==> src/hw/rtl/trapped_water_total_assert.svh <==
// ----------------------------------------------------------------------------
// Trapped water total assertion macros
// Concurrent assertion wrappers clocked on clk and disabled during reset.
// ----------------------------------------------------------------------------
`ifndef TRAPPED_WATER_TOTAL_ASSERT_SVH
`define TRAPPED_WATER_TOTAL_ASSERT_SVH

// The consequent must hold in the same cycle as the antecedent.
`define TWT_ASSERT_SAME(lbl, ante, cons, msg) \
	lbl: assert property (@(posedge clk) disable iff (!arst_n) (ante) |-> (cons)) \
		else $error(msg);

// The consequent must hold in the cycle after the antecedent.
`define TWT_ASSERT_NEXT(lbl, ante, cons, msg) \
	lbl: assert property (@(posedge clk) disable iff (!arst_n) (ante) |=> (cons)) \
		else $error(msg);

`endif

==> src/hw/rtl/twt_pkg.sv <==
// ----------------------------------------------------------------------------
// Trapped water total package
// Shared state encoding, command and status types and fixed result widths.
// ----------------------------------------------------------------------------
package twt_pkg;

	localparam int WATER_W = 26;
	localparam logic [WATER_W-1:0] TOTAL_MAX = {WATER_W{1'b1}};

	typedef enum logic [1:0] {
		S_LOAD,
		S_WALK,
		S_DRAIN,
		S_DONE
	} state_t;

	typedef struct packed {
		logic load;
		logic arm;
		logic rd;
		logic publish;
	} cmd_t;

	typedef struct packed {
		logic rd_last;
		logic out_busy;
	} status_t;

endpackage

==> src/hw/rtl/twt_ctrl.sv <==
// ----------------------------------------------------------------------------
// Trapped water total controller
// Sequences loading, the backward walk over the store and result hand-off.
// ----------------------------------------------------------------------------
module twt_ctrl import twt_pkg::*; (
	input  logic    clk,
	input  logic    arst_n,
	input  logic    in_valid,
	input  logic    last_bar,
	output logic    in_stall,
	output cmd_t    cmd,
	input  status_t status
);

	state_t state_q;
	state_t state_n;
	logic   accept;

	assign accept = in_valid && !in_stall;

	always_ff @(posedge clk or negedge arst_n) begin
		if (!arst_n) begin
			state_q <= S_LOAD;
		end else begin
			state_q <= state_n;
		end
	end

	always_comb begin
		state_n = state_q;
		case (state_q)
			S_LOAD: begin
				if (accept && last_bar) begin
					state_n = S_WALK;
				end
			end
			S_WALK: begin
				if (status.rd_last) begin
					state_n = S_DRAIN;
				end
			end
			S_DRAIN: begin
				state_n = S_DONE;
			end
			S_DONE: begin
				if (!status.out_busy) begin
					state_n = S_LOAD;
				end
			end
			default: begin
				state_n = S_LOAD;
			end
		endcase
	end

	always_comb begin
		in_stall    = 1'b1;
		cmd         = '0;
		case (state_q)
			S_LOAD: begin
				in_stall = 1'b0;
				cmd.load = in_valid;
				cmd.arm  = in_valid && last_bar;
			end
			S_WALK: begin
				cmd.rd = 1'b1;
			end
			S_DRAIN: begin
				cmd = '0;
			end
			S_DONE: begin
				cmd.publish = !status.out_busy;
			end
			default: begin
				cmd = '0;
			end
		endcase
	end

endmodule

==> config.mk <==
export PLATFORM = sky130hd
export DESIGN_NAME = twt_ctrl
export DESIGN_NICKNAME = d
export VERILOG_FILES = /design/src/hw/rtl/trapped_water_total_assert.svh /design/src/hw/rtl/twt_pkg.sv /design/src/hw/rtl/twt_ctrl.sv
export SDC_FILE = /design/constraint.sdc
export NUM_CORES = 1
export LEC_CHECK = 0
export BUFFER_PORTS_ARGS = -buffer_cell sky130_fd_sc_hd__buf_2
export CORE_AREA = 2 2 39 41
export CTS_BUF_LIST = sky130_fd_sc_hd__clkbuf_4 sky130_fd_sc_hd__clkbuf_8
export DETAILED_ROUTE_END_ITERATION = 12
export DIE_AREA = 0 0 41 43
export GPL_TIMING_DRIVEN = 0
export SYNTH_ARGS = -nofsm -noshare
export SYNTH_HDL_FRONTEND = slang
export SYNTH_SLANG_ARGS = --single-unit
export TNS_END_PERCENT = 100
==> constraint.sdc <==
create_clock -name clk -period 1.65 [get_ports clk]
set_input_delay 0.2475 -clock clk [delete_from_list [all_inputs] [get_ports clk]]
set_output_delay 0.2475 -clock clk [all_outputs]
set_load 0.01 [all_outputs]
==> impl_metrics.ini <==
[floorplanning]
die_w_um = 41
start_util_pct = 13.8
dieArea_sq_um = 1760
core_area_sq_um = 1380
rows = 14
pin_count = 11
dieHeight_um = 43

[timing]
finalSetupViolCount = 0
fin_tns_setup_ns = 0
fin_crit_sh_pct = 93.0
rsz0062_at_grt = false
layout_setup_ws_ns = 0.115
fin_crit_ns = 1.53
report.final.slew_viol_count = 0
finClkSkew_ns = 0.00266
tightestPinTransition_ns = 0.118
fmaxAchievable_mhz = 652
slew-limit-headroom_pct = 91.9
hold_viol_final = 0

[synth]
synthTopCellsByCount = ha_1 (5), inv_1 (3), dfrtp_1 (2), nor2b_1 (2)
synth.distinct_cells = 11
synth_area_sq_um = 191
ys_seq_area_share_pct = 26.1
synth-simple-area-share_pct = 17.0
async_flop_share_pct = 100
synthMuxAreaShare_pct = 13.1
synth_most_common_cell = ha_1
synthTopCellsByArea = ha_1 (33%), dfrtp_1 (26%), mux2_4 (7.8%)
synthCells = 19
synth_xor_xnor_area_share_pct = 0
synthAdderAreaFrac_pct = 32.7
synth_compound_area_share_pct = 5.23
ys_ff_latch = 2
avgSynthCellArea_sq_um = 10.1
synthFlopType = dfrtp_1
synth_nets = 30
synth_top_family_by_area = adder cells
ys.warnings.count = 0
synth_largest_area_cell = ha_1
synth-edff-count = 0
synth_top_area_share_pct = 32.7

[global_route]
grt_pass1_vias = 166
grt_pass1_wl_um = 607
grt_overflow = 0
antenna_found_initial = 0
track_usage_pct = 5.92
grt_max_degree = 5

[routing]
drtAntennaViolNets = 0
wl_per_cell_um = 7.43
dr.pass1.iters = 2
routed_wl_um = 364
drtIter0Drc = 2
vias = 177
viasPerCell = 3.61
drc_errors = 0

[power_and_ir_drop]
p_comb_share_pct = 57.9
seqPwrFrac_pct = 20.4
p_per_area_nw_per_um2 = 1730
clock_power_share_pct = 21.7
ir_worst_vdd_v = 0.000311
total_leakage_power_nw = 0.170
netSwitchingFraction_pct = 37.8
switching_power_mw = 0.192
power.internal_mw = 0.316

[finish]
syn2layout_area_growth_pct = 53.6
fin_cells = 49
utilization_pct = 21.2
largest_reg_flops = 2
final_nets = 46
drive_gt1_share_pct = 42.4
multi_input_area_sq_um = 130
regArea_sq_um = 50.0
top_regs = state_q (2)
diodes = 0
fillCellCount = 158
regMostFlops = state_q

[clocking]
numCtsBuffers = 3
clk_latency_ns = 0.23
cts.sinks = 2
cts_resized = 0
cts_tree = built
clk_path_buf_depth = 2
cts_max_level = 1
clk_pin_slew_ns = 0.03
cts_root_buf = clkbuf_4

[hold_path]
min_path_type = input pin to asynchronous set/reset pin

[worst_setup_path]
critPathKind = flop to flop
crit_fanout = 4
end_kind = flop
arrival_ns = 1.64
worstSetupStartpointType = flop
rr_worst_depth = 5
worstPathRequired_ns = 1.76

[flow_run]
cap_viol_max_count = 0

[placement]
place.gp.congestion = 0.603
portBuffers = 10
place.detailed.hpwl_um = 301
pre_cts_slack_ns = 0.118
dp.cells = 45

[status]
outcome = completed
metrics by stage:
stage | hold WS [ns] | power (mW) | cell area (sq um)
after global placement | 0.0329 | 0.400 | 262
after global routing | 0.349 | 0.577 | 294
after detailed placement | 0.0349 | 0.403 | 262
after CTS | 0.338 | 0.524 | 294
final | 0.338 | 0.508 | 294
after floorplan | -0.0481 | 0.322 | 191
cell families (layout without fill, tap and decap cells):
logic type | Yosys count | in the layout
buf+inv | 3 | 17
compound gates | 1 | 1
simple gates | 6 | 6
flops | 2 | 2
fa+ha+maj | 5 | 5
mux | 2 | 2
critical path, stage by stage (launching register included):
cell,delay (ns)
dfrtp_1,0.38
inv_1,0.09
ha_1,0.19
nor2b_1,0.13
a221o_1,0.31
mux2_4,0.31
worst paths after layout:
| path | slack [ns] | endpoint | from |
|---|---|---|---|
| setup / recovery | 0.12 | state_q[1] | state_q[1] |
| hold / removal | 0.34 | state_q[1] | arst_n |
| hold reg to reg | 0.58 | state_q[1] | state_q[1] |
| max in group asynchronous | 1.22 | state_q[0] | arst_n |
| min in group clk | 0.46 | state_q[0] | status[0] |
| setup reg to reg | 0.12 | state_q[1] | state_q[1] |
routing by layer:
| metal | track usage, % | wire, um | vias up |
|---|---|---|---|
| li1 | - | - | 90 |
| met3 | 6.28 | 61 | 2 |
| met4 | 6.00 | 14 | 0 |
| met5 | 0 | 0 | - |
| met1 | 4.18 | 133 | 75 |
| met2 | 7.81 | 155 | 10 |
placed cells by master, fill, tap and decap left out:
| cell type | n |
|---|---|
| and2_1 | 1 |
| inv_1 | 3 |
| dfrtp_1 | 2 |
| nor2_1 | 1 |
| dlygate4sd3_1 | 1 |
| a221o_1 | 1 |
| buf_2 | 10 |
| nand2_1 | 1 |
| and3_1 | 1 |
| mux2i_1 | 1 |
| clkbuf_4 | 3 |
| nor2b_1 | 2 |
| mux2_4 | 1 |
| ha_1 | 5 |
power groups by stage:
stage,registers (mW),logic (mW),clock network (mW)
5_1_grt,0.109,0.343,0.125
2_1_floorplan,0.0975,0.224,0
6_report,0.104,0.294,0.110
4_1_cts,0.103,0.303,0.118
3_5_place_dp,0.104,0.300,0
3_3_place_gp,0.103,0.297,0
what timing repair did:
action	CTS	global route
hold buffers	1	0
hold endpoints to repair	2	0
setup buffers	0	0
area by class of cell:
type	instances	area share, %
multi-input cells	14	44.3
repair buffers	11	20.4
flip-flops and latches	2	17.0
clock buffers	3	7.66
well taps	16	6.81
inverters	3	3.83
No activity file was read; power rests on OpenSTA's default activity.
